===== config.mk =====
export PLATFORM = sky130hd
export DESIGN_NAME = multi_mode_checksum_crc
export DESIGN_NICKNAME = d
export VERILOG_FILES = /design/src/hdl/mmcc_pkg.sv /design/src/hdl/multi_mode_checksum_crc.sv
export SDC_FILE = /design/constraint.sdc
export NUM_CORES = 1
export LEC_CHECK = 0
export BUFFER_PORTS_ARGS = -buffer_cell sky130_fd_sc_hd__buf_2
export CORE_MARGIN = 8
export CORE_UTILIZATION = 50
export CTS_CLUSTER_SIZE = 8
export DETAILED_ROUTE_END_ITERATION = 16
export PLACE_DENSITY = 0.67
export SLEW_MARGIN = 20
export SYNTH_ARGS = -nofsm -noshare
export SYNTH_HDL_FRONTEND = slang
export SYNTH_SLANG_ARGS = --single-unit

===== constraint.sdc =====
create_clock -name clk -period 8.61 [get_ports clk]
set_input_delay 1.2915 -clock clk [delete_from_list [all_inputs] [get_ports clk]]
set_output_delay 1.2915 -clock clk [all_outputs]
set_load 0.05 [all_outputs]

===== src/hdl/mmcc_pkg.sv =====
// Shared types, codes and CRC helper functions for the checksum and CRC block.
`default_nettype none

package mmcc_pkg;

  // Check modes as held in the check_mode register; code 7 is unused.
  typedef enum logic [2:0] {
    MODE_SUM8    = 3'd0,
    MODE_WSUM16  = 3'd1,
    MODE_BSUM16  = 3'd2,
    MODE_BSUM32  = 3'd3,
    MODE_CRC8    = 3'd4,
    MODE_CRC16   = 3'd5,
    MODE_CRC32   = 3'd6
  } mode_t;

  // Configuration register indexes.
  typedef enum logic [2:0] {
    REG_CHECK_MODE       = 3'd0,
    REG_BIG_ENDIAN_WORDS = 3'd1,
    REG_CRC_POLYNOMIAL   = 3'd2,
    REG_CRC_INITIAL      = 3'd3,
    REG_CRC_FINAL_XOR    = 3'd4,
    REG_REFLECT_INPUT    = 3'd5
  } reg_index_t;

  localparam logic [31:0] POLY_RESET = 32'h0000_0007;
  localparam logic [31:0] MASK_SUM8  = 32'h0000_00FF;
  localparam logic [31:0] MASK_SUM16 = 32'h0000_FFFF;

  // Number of unused high bits of the 32-bit datapath for a CRC mode.
  function automatic logic [4:0] crc_pad(input mode_t mode);
    logic [4:0] pad;
    case (mode)
      MODE_CRC8:  pad = 5'd24;
      MODE_CRC16: pad = 5'd16;
      default:    pad = 5'd0;
    endcase
    return pad;
  endfunction

  function automatic logic is_crc(input mode_t mode);
    return (mode == MODE_CRC8) || (mode == MODE_CRC16) || (mode == MODE_CRC32);
  endfunction

  function automatic logic [31:0] mirror32(input logic [31:0] v);
    logic [31:0] r;
    for (int k = 0; k < 32; k++) begin
      r[k] = v[31-k];
    end
    return r;
  endfunction

  // Starting value of the CRC register, masked and optionally reflected.
  function automatic logic [31:0] crc_seed(input logic [31:0] init, input logic [4:0] pad,
                                           input logic reflect);
    logic [31:0] mask;
    logic [31:0] s;
    mask = 32'hFFFF_FFFF >> pad;
    s    = init & mask;
    if (reflect) begin
      s = mirror32(s) >> pad;
    end
    return s;
  endfunction

  // One byte through the CRC. Normal mode works left-aligned in 32 bits so
  // the top bit is always bit 31; reflected mode works right-aligned.
  function automatic logic [31:0] crc_byte(input logic [31:0] acc, input logic [7:0] din,
                                           input logic [31:0] poly, input logic [4:0] pad,
                                           input logic reflect);
    logic [31:0] mask;
    logic [31:0] p;
    logic [31:0] a;
    mask = 32'hFFFF_FFFF >> pad;
    p    = poly & mask;
    a    = acc & mask;
    if (reflect) begin
      p = mirror32(p) >> pad;
      a = a ^ {24'd0, din};
      for (int k = 0; k < 8; k++) begin
        a = a[0] ? ((a >> 1) ^ p) : (a >> 1);
      end
    end else begin
      p = p << pad;
      a = (a << pad) ^ {din, 24'd0};
      for (int k = 0; k < 8; k++) begin
        a = a[31] ? ((a << 1) ^ p) : (a << 1);
      end
      a = a >> pad;
    end
    return a;
  endfunction

endpackage

`default_nettype wire


===== src/hdl/multi_mode_checksum_crc.sv =====
// Top level of the multi-mode checksum and CRC block.
//
//   Channel  Direction  Handshake              Payload
//   input    in         in_valid / in_ready    data_byte[7:0], last_byte
//   output   out        out_valid / out_ready  check_value[31:0]
//   config   in         cfg_wr_en (no wait)    cfg_index[2:0], cfg_data[31:0]
//
// One byte is taken per cycle unless a waiting result stalls the input. A
// transaction lands in an input register; from there the sum adder or the
// byte-wide CRC network updates the accumulator, and a byte flagged last also
// loads the result register, so a check value passes both register stages.
// Reset clears all configuration registers to their defaults and empties both
// register stages. A waiting result stalls only a following last byte; other
// bytes keep flowing past it into the accumulator.
`default_nettype none

module multi_mode_checksum_crc (
  input  wire logic        clk,
  input  wire logic        rst,
  input  wire logic        in_valid,
  output logic             in_ready,
  input  wire logic [7:0]  data_byte,
  input  wire logic        last_byte,
  output logic             out_valid,
  input  wire logic        out_ready,
  output logic [31:0]      check_value,
  input  wire logic        cfg_wr_en,
  input  wire logic [2:0]  cfg_index,
  input  wire logic [31:0] cfg_data
);

  // Configuration registers.
  mmcc_pkg::mode_t check_mode;
  logic            big_endian_words;
  logic [31:0]     crc_polynomial;
  logic [31:0]     crc_initial;
  logic [31:0]     crc_final_xor;
  logic            reflect_input;

  always_ff @(posedge clk) begin
    if (rst) begin
      check_mode       <= mmcc_pkg::MODE_SUM8;
      big_endian_words <= 1'b0;
      crc_polynomial   <= mmcc_pkg::POLY_RESET;
      crc_initial      <= '0;
      crc_final_xor    <= '0;
      reflect_input    <= 1'b0;
    end else if (cfg_wr_en) begin
      case (cfg_index)
        mmcc_pkg::REG_CHECK_MODE:       check_mode       <= mmcc_pkg::mode_t'(cfg_data[2:0]);
        mmcc_pkg::REG_BIG_ENDIAN_WORDS: big_endian_words <= cfg_data[0];
        mmcc_pkg::REG_CRC_POLYNOMIAL:   crc_polynomial   <= cfg_data;
        mmcc_pkg::REG_CRC_INITIAL:      crc_initial      <= cfg_data;
        mmcc_pkg::REG_CRC_FINAL_XOR:    crc_final_xor    <= cfg_data;
        mmcc_pkg::REG_REFLECT_INPUT:    reflect_input    <= cfg_data[0];
        default: ;
      endcase
    end
  end

  // Input register stage.
  logic       stage_valid;
  logic [7:0] stage_byte;
  logic       stage_last;
  logic       advance;

  // A byte moves on unless it is a last byte and a held result is not taken.
  assign advance  = stage_valid && (!stage_last || !out_valid || out_ready);
  assign in_ready = !stage_valid || advance;

  always_ff @(posedge clk) begin
    if (rst) begin
      stage_valid <= 1'b0;
    end else if (in_ready) begin
      stage_valid <= in_valid;
    end
  end

  always_ff @(posedge clk) begin
    if (in_ready && in_valid) begin
      stage_byte <= data_byte;
      stage_last <= last_byte;
    end
  end

  // Stream state.
  logic [31:0] accumulator;
  logic [7:0]  held_byte;
  logic        pair_phase;
  logic        stream_started;

  logic [31:0] accumulator_next;
  logic [7:0]  held_byte_next;
  logic        pair_phase_next;
  logic        stream_started_next;
  logic [31:0] result_next;

  logic [4:0]  pad;
  logic [31:0] acc_start;
  logic [7:0]  held_start;
  logic        phase_start;
  logic [31:0] word;
  logic [31:0] crc_out;
  logic [31:0] acc_upd;

  always_comb begin
    pad = mmcc_pkg::crc_pad(check_mode);

    // The first byte of a stream starts from zero, or from the CRC seed.
    if (stream_started) begin
      acc_start   = accumulator;
      held_start  = held_byte;
      phase_start = pair_phase;
    end else begin
      acc_start   = mmcc_pkg::is_crc(check_mode)
                    ? mmcc_pkg::crc_seed(crc_initial, pad, reflect_input) : '0;
      held_start  = '0;
      phase_start = 1'b0;
    end

    crc_out = mmcc_pkg::crc_byte(acc_start, stage_byte, crc_polynomial, pad, reflect_input);

    // Word for the pair sum; an odd trailing byte pairs with zero.
    if (phase_start) begin
      word = big_endian_words ? {16'd0, held_start, stage_byte}
                              : {16'd0, stage_byte, held_start};
    end else begin
      word = big_endian_words ? {16'd0, stage_byte, 8'd0} : {24'd0, stage_byte};
    end

    acc_upd         = acc_start;
    held_byte_next  = held_start;
    pair_phase_next = phase_start;
    case (check_mode)
      mmcc_pkg::MODE_WSUM16: begin
        if (phase_start || stage_last) begin
          acc_upd         = acc_start + word;
          held_byte_next  = '0;
          pair_phase_next = 1'b0;
        end else begin
          held_byte_next  = stage_byte;
          pair_phase_next = 1'b1;
        end
      end
      mmcc_pkg::MODE_SUM8,
      mmcc_pkg::MODE_BSUM16,
      mmcc_pkg::MODE_BSUM32: acc_upd = acc_start + {24'd0, stage_byte};
      mmcc_pkg::MODE_CRC8,
      mmcc_pkg::MODE_CRC16,
      mmcc_pkg::MODE_CRC32:  acc_upd = crc_out;
      default: ;
    endcase

    case (check_mode)
      mmcc_pkg::MODE_SUM8:   result_next = acc_upd & mmcc_pkg::MASK_SUM8;
      mmcc_pkg::MODE_WSUM16,
      mmcc_pkg::MODE_BSUM16: result_next = acc_upd & mmcc_pkg::MASK_SUM16;
      mmcc_pkg::MODE_BSUM32: result_next = acc_upd;
      mmcc_pkg::MODE_CRC8,
      mmcc_pkg::MODE_CRC16,
      mmcc_pkg::MODE_CRC32:  result_next = (acc_upd ^ crc_final_xor) & (32'hFFFF_FFFF >> pad);
      default:               result_next = '0;
    endcase

    // The end of a range returns the stream state to zero.
    if (stage_last) begin
      accumulator_next    = '0;
      held_byte_next      = '0;
      pair_phase_next     = 1'b0;
      stream_started_next = 1'b0;
    end else begin
      accumulator_next    = acc_upd;
      stream_started_next = 1'b1;
    end
  end

  always_ff @(posedge clk) begin
    if (rst) begin
      accumulator    <= '0;
      held_byte      <= '0;
      pair_phase     <= 1'b0;
      stream_started <= 1'b0;
    end else if (advance) begin
      accumulator    <= accumulator_next;
      held_byte      <= held_byte_next;
      pair_phase     <= pair_phase_next;
      stream_started <= stream_started_next;
    end
  end

  // Result register.
  always_ff @(posedge clk) begin
    if (rst) begin
      out_valid <= 1'b0;
    end else if (advance && stage_last) begin
      out_valid <= 1'b1;
    end else if (out_ready) begin
      out_valid <= 1'b0;
    end
  end

  always_ff @(posedge clk) begin
    if (advance && stage_last) begin
      check_value <= result_next;
    end
  end

endmodule

`default_nettype wire


* Word-level counts from Yosys, hierarchy flattened
Index checks and enable logic that the tools add are counted.
** Operators by class
- Multiplexer cells :: 39
- Bitwise logic cells :: 23
- Reduce and logical (&&, ||, !) cells :: 24
- Equal/unequal tests :: 11
- Add/subtract/negate cells :: 2
- Shifts and indexed selects :: 6
** Operators by type and width (number)
- $mux 32 :: 22
- $xor 32x32->32 :: 10
- $xor 31x32->32 :: 8
- $and 32x32->32 :: 4
- $pmux 32 s4 :: 1
- $pmux 32 s3 :: 1
- $shr 32x5->32 :: 3
- $shl 32x5->32 :: 2
- $mux 16 :: 3
- $add 32x32->32 :: 1
- $add 32x8->32 :: 1
- $mux 8 :: 4
- $shr 32x5->32 const A :: 1
- $xor 32x8->32 :: 1
- $eq 3x3->1 const B :: 5
- $eq 3x2->1 const B :: 4
- $reduce_and 2->1 :: 6
- $pmux 5 s2 :: 1
- $mux 1 :: 7
- $eq 3x1->1 const B :: 2
- $logic_not 3->1 :: 2
- $logic_or 1x1->1 :: 6
- $reduce_or 3->1 :: 2
- $logic_and 1x1->1 :: 3
- other kinds (3) :: 5
** Storage, ports and cells
- Logic and storage cells :: 120
- Bits in registers :: 186
- Output and inout bits :: 34

* Logic depth before layout (Yosys ltp)
- Depth in word-level cells :: 33
- Mapped depth :: 33
- Mapped depth without buffers :: 28

* Worst setup path before layout
OpenSTA, ideal clock, no wires.
- Path kind :: register to register
- Start point :: register stream_started
- End point :: register check_value[17] (data pin)
- Arrival time :: 7.009 ns
- Clock period less this slack :: 7.267 ns
- Buffers on the path :: 8
- Stages on the path, launching flop included :: 33
- Setup slack :: 1.343 ns
- Path through :: dfxtp_1 buf_2 buf_1 clkbuf_1 clkbuf_1 buf_1 clkbuf_1 and2_1 clkbuf_1 clkbuf_1 mux2i_1 o21ai_0 ha_1 a21o_1 a21oi_1 o21bai_1 a21oi_1 o21bai_1 a21oi_1 o21bai_1 a21oi_1 o21bai_1 a21oi_1 o21bai_1 a21o_1 a2111oi_0 nor2_1 xnor2_1 a211oi_1 o21ai_1 xor2_1 a22oi_1 nor2b_1
** On the way
- Longest elaborated chain between the ends :: 26
- Elaborated cells between the ends (all ways) :: 51
- Those cells by class :: add/sub: 2; shift: 2; mux: 25; bitwise: 21; reduce/logical: 1
** Ends and longest elaborated chain
- start: declaration :: line multi_mode_checksum_crc.sv:90 : logic stream_started;
- start signal: assignment :: line multi_mode_checksum_crc.sv:187 : stream_started <= stream_started_next;
- $mux 32 :: line multi_mode_checksum_crc.sv:110 : if (stream_started) begin
- $and 32x32->32 :: line mmcc_pkg.sv:77 : a = acc & mask;
- $shl 32x5->32 :: line mmcc_pkg.sv:86 : a = (a << pad) ^ {din, 24'd0};
- $xor 32x32->32 :: line mmcc_pkg.sv:86
- $xor 32x32->32 :: line mmcc_pkg.sv:88 : a = a[31] ? ((a << 1) ^ p) : (a << 1);
- $mux 32 :: line mmcc_pkg.sv:88
- $xor 32x32->32 :: line mmcc_pkg.sv:88
- $mux 32 :: line mmcc_pkg.sv:88
- (+11 left out)
- $mux 32 :: line mmcc_pkg.sv:88
- $shr 32x5->32 :: line mmcc_pkg.sv:90 : a = a >> pad;
- $mux 32 :: line mmcc_pkg.sv:78 : if (reflect) begin
- $pmux 32 s3 * :: line multi_mode_checksum_crc.sv:134 : case (check_mode)
- $xor 32x32->32 :: line multi_mode_checksum_crc.sv:161 : mmcc_pkg::MODE_CRC32: result_next = (acc_upd ^ crc_final_xor) & (32'hFFFF_FFFF >> pad);
- $and 32x32->32 :: line multi_mode_checksum_crc.sv:161
- $pmux 32 s4 * :: line multi_mode_checksum_crc.sv:154 : case (check_mode)
- named net result_next[17] :: line multi_mode_checksum_crc.sv:96 : logic [31:0] result_next;
- end signal: assignment :: line multi_mode_checksum_crc.sv:204 : check_value <= result_next;
- end: declaration :: line multi_mode_checksum_crc.sv:26 : output logic [31:0] check_value,
The timed path passes the listed nets; every way through them passes the cells marked *.
A chain may end at the register's enable or synchronous reset.

* Worst setup path in the final report
- Start point :: register check_mode[0]
- End point :: register check_value[26] (data pin)
** On the way
- Longest elaborated chain between the ends :: 33
- Elaborated cells between the ends (all ways) :: 67
- Those cells by class :: add/sub: 2; eq/ne: 6; shift: 6; mux: 24; bitwise: 23; reduce/logical: 6
** Ends and longest elaborated chain
- start: declaration :: line multi_mode_checksum_crc.sv:33 : mmcc_pkg::mode_t check_mode;
- start signal: assignment :: line multi_mode_checksum_crc.sv:42 : check_mode <= mmcc_pkg::MODE_SUM8;
- start signal: assignment :: line multi_mode_checksum_crc.sv:50 : mmcc_pkg::REG_CHECK_MODE: check_mode <= mmcc_pkg::mode_t'(cfg_data[2:0]);
- $eq 3x3->1
- $pmux 5 s2 :: line mmcc_pkg.sv:34 : case (mode)
- $shr 32x5->32 :: line mmcc_pkg.sv:59, mmcc_pkg.sv:75, multi_mode_checksum_crc.sv:161
- $and 32x32->32 :: line mmcc_pkg.sv:60 : s = init & mask;
- $shr 32x5->32 :: line mmcc_pkg.sv:62 : s = mirror32(s) >> pad;
- $mux 32 :: line mmcc_pkg.sv:61 : if (reflect) begin
- $mux 32 :: line multi_mode_checksum_crc.sv:116 : ? mmcc_pkg::crc_seed(crc_initial, pad, reflect_input) : '0;
- $mux 32 :: line multi_mode_checksum_crc.sv:110
- (+18 left out)
- $mux 32 :: line mmcc_pkg.sv:88
- $shr 32x5->32 :: line mmcc_pkg.sv:90
- $mux 32 :: line mmcc_pkg.sv:78
- $pmux 32 s3 :: line multi_mode_checksum_crc.sv:134
- $xor 32x32->32 :: line multi_mode_checksum_crc.sv:161
- $and 32x32->32 :: line multi_mode_checksum_crc.sv:161
- $pmux 32 s4 * :: line multi_mode_checksum_crc.sv:154
- named net result_next[26] :: line multi_mode_checksum_crc.sv:96
Marks and branches as above.

==> results.tsv <==
stage	metric	value	unit
logic_synthesis	synth_edf_count	41	
power_and_ir_drop	p_per_area	117.8	nW/um^2
final_layout	fin_area	22240	sq um
clock_network	ctsHoldBuffers	0	
hold_path	hold_path.class	register to register	
timing	finClkSkew	0.02047	ns
logic_synthesis	ys_types	105	
worst_setup_path	arrival	8.67	ns
timing	setup_tns	0	ns
clock_network	clock_path_buffers	2	
global_route	grt_pass1_wl	143.5	mm
global_route	gr-total-overflow	0	
global_route	track_usage	40.58	%
timing	worstMarginPinSlew	1.195	ns
clock_network	cts.htree.levels	4	
timing	finalSetupViolCount	0	
die	initial_utilization	50.43	%
clock_network	cts_tree	yes	
route	firstDrtPassIters	7	
worst_setup_path	path_buf_inv	2	
clock_network	cts_resized	0	
timing	slew_headroom	20.30	%
final_layout	area_growth	8.508	%
route	post_drt_wl_per_cell	28.88	microns
final_layout	antenna_cells	0	
power_and_ir_drop	ir_worst_vdd	148.4	uV
logic_synthesis	ys_seq_elements	186	
run	maxCapViolations	0	
route	via_per_inst	6.538	
route	route.detailed.drc	0	
logic_synthesis	seq_area_frac_synth	20.17	%
global_route	grt_pass1_vias	20630	
clock_network	cts_sinks	186	
placed_design	placed_cells	3423	
route	drtAntennaViolNets	0	
timing	setup_slack	0.2078	ns
power_and_ir_drop	fin_total_pwr	2620	uW
timing	drv_slew	0	
worst_setup_path	worstSetupEndpointType	register	
die	rows	74	
timing	rsz0062_at_grt	false	
timing	period_minus_slack	8.402	ns
final_layout	fin_nets	2986	
worst_setup_path	crit_fanout	30	
worst_setup_path	critPathKind	register to register	
logic_synthesis	syn_inst	2917	
clock_network	path_clk_slew	0.09	ns
worst_setup_path	crit_top_cell	xnor2_2	
clock_network	clk_latency	0.46	ns
route	drt_wl_total	99.82	mm
clock_network	cts_setup_buffers	0	
die	pin_count	83	
logic_synthesis	yosys_most_used_dff	dfxtp_1	
logic_synthesis	avgSynthCellArea	7.028	sq um
route	drtIter0Drc	3569	
placed_design	port_buffers	82	
logic_synthesis	syn-cell-area	20500	sq um
placed_design	dpl.hpwl	75.23	mm
timing	min_period_over_period	97.59	%
global_route	grt_max_degree	107	
logic_synthesis	ys_warn_count	0	
die	coreArea	40650	sq um
die	die-area	47730	sq um
final_layout	drive_above_1_share	10.70	%
worst_setup_path	worstPathCellList	clkinv_1 -> o2111ai_1 -> a31o_2 -> a21oi_2 -> o21a_1 -> nor2_1 -> a311oi_2 -> nor2_2 -> a211oi_1 -> or2_2 -> xnor2_4 -> xnor2_2 -> buf_4 -> xnor2_2 -> o211ai_2 -> a21oi_1 -> xnor2_1 -> o221ai_1 -> xor2_1 -> a22oi_1 -> nor2b_1	
clock_network	cts_root_buf	clkbuf_16	
worst_setup_path	slowest_delay	0.88	ns
timing	hold_violations	0	
die	die_w	218.5	microns
placed_design	place.gp.congestion	1.055	
worst_setup_path	startpoint_type	register	
outcome	status	complete, no violations	
worst_setup_path	required	8.88	ns
worst_setup_path	cp_slowest_cell	dfxtp_2	
clock_network	cts_made_buffers	17	
placed_design	dpl_cell_area	21600	sq um
global_route	antenna_found_initial	1	
logic_synthesis	synthesis.nets	2992	
final_layout	instances_no_fill	3456	
timing	fmax	0.1190	GHz
die	die_y	218.5	microns
power_and_ir_drop	p_leak	0.007494	uW
logic_synthesis	synth_async_sr_flop_share	0	%
route	vias	22600	
placed_design	place_ws	0.6443	ns
worst_setup_path	cp_top_family	compound AO/OA/AOI/OAI gates	
==> stage by stage <==
stage,hold slack [ns],util (%)
after floorplan,0.4159,-
after global placement,0.4277,53.14
after detailed placement,0.4336,53.14
after CTS,0.4458,54.64
after global routing,0.4726,54.73
final,0.4489,54.73
==> Yosys cell counts (all sizes together) (5+ instances only) <==
master / count / share of area [%]
o21ai: 113 / 2.8
edfxtp: 41 / 6.0
a22o: 21 / 0.90
ha: 24 / 1.5
a32o: 5 / 0.24
nand3: 59 / 1.4
a21oi: 230 / 5.6
a221oi: 9 / 0.42
nor2: 303 / 5.6
a211oi: 17 / 0.78
a22oi: 41 / 1.5
nand2: 638 / 12
a21o: 15 / 0.55
dfxtp: 145 / 14
o22ai: 21 / 0.64
and2: 14 / 0.44
or4: 5 / 0.20
xor2: 66 / 2.9
nor3: 58 / 1.5
buf: 65 / 1.6
xnor3: 11 / 1.2
nor2b: 32 / 1.0
nor3b: 8 / 0.32
xnor2: 460 / 20
and3: 17 / 0.54
o31ai: 15 / 0.62
or3: 5 / 0.15
inv: 33 / 0.60
o211ai: 30 / 1.2
mux2: 10 / 0.55
or2: 8 / 0.24
nand2b: 12 / 0.37
clkbuf: 164 / 3.0
a31oi: 20 / 0.76
a211o: 8 / 0.34
mux2i: 69 / 3.4
o221ai: 18 / 0.77
o21bai: 13 / 0.48
nor4: 5 / 0.15
o21a: 8 / 0.29
nand3b: 7 / 0.26
a21boi: 14 / 0.55
==> worst register-to-register path: stages (launching register included) <==
cell,delay (ns)
dfxtp_2,0.88
clkinv_1,0.76
o2111ai_1,0.49
a31o_2,0.28
a21oi_2,0.10
o21a_1,0.31
nor2_1,0.66
a311oi_2,0.38
nor2_2,0.36
a211oi_1,0.16
or2_2,0.38
xnor2_4,0.49
xnor2_2,0.18
buf_4,0.22
xnor2_2,0.12
o211ai_2,0.60
a21oi_1,0.25
xnor2_1,0.45
o221ai_1,0.47
xor2_1,0.27
a22oi_1,0.09
nor2b_1,0.31
==> final timing paths <==
check	startpoint	endpoint	slack, ns	cells after the start
max	check_mode[0]	check_value[26]	0.21	21
min	accumulator[25]	accumulator[25]	0.45	2
max reg2reg	check_mode[0]	check_value[26]	0.21	21
min reg2reg	accumulator[25]	accumulator[25]	0.45	2
==> layer usage <==
layer / GRT usage, % / vias up / wire [microns]
met5: 0 / - / 0
met4: 25.24 / 0 / 7331
met3: 9.194 / 319 / 11910
met2: 58.87 / 1579 / 41350
met1: 53.88 / 10820 / 39230
li1: - / 9883 / -
==> power breakdown <==
group | internal, uW | switching [uW] | leakage (uW) | total [uW]
Combinational | 279 | 548 | 0.00565 | 827
Clock | 399 | 452 | 0.000292 | 851
Sequential | 910 | 32.2 | 0.00155 | 942
==> registers in the layout (all words and copies together), names as in the netlist, 3 cells and up <==
name and flops:
accumulator 32, check_value 32, crc_final_xor 32, crc_initial 32, crc_polynomial 32, held_byte 8
stage_byte 8, check_mode 3
==> cell type report <==
class	instances	area, sq um
flip-flops and latches	186	4139
repair buffers	204	1361
clock buffers	17	425.4
multi-input cells	2468	15340
clock inverters	15	182.7
fillers	4011	18400
inverters	34	127.6
well taps	532	665.6
==> kinds of logic after synthesis <==
group	after synthesis	synth area share, %
compound gates	645	20.75
xor+xnor	537	23.96
fa+ha+maj	26	1.660
buf+inv	263	5.286
flops	186	20.17
mux	79	3.918
simple gates	1181	24.26
==> layout by cell type, fill, tap and decap left out, types with 12 or more instances in the layout <==
cell type,count
o221ai_1,18
buf_4,121
o211ai_1,27
o21bai_1,13
a21o_1,15
nor2b_1,31
a22oi_1,41
mux2i_1,67
nor3_1,55
o21ai_1,29
a21oi_1,229
a211oi_1,12
buf_2,81
xor2_1,64
nand2_1,637
edfxtp_1,41
inv_1,33
and2_1,12
o21ai_0,79
dfxtp_1,141
nor2_1,298
xnor2_1,455
ha_1,24
nand3_1,59
o22ai_1,21
clkbuf_16,17
a31oi_1,18
and3_1,15
a22o_1,21
Power figures use the tool's default switching activity.
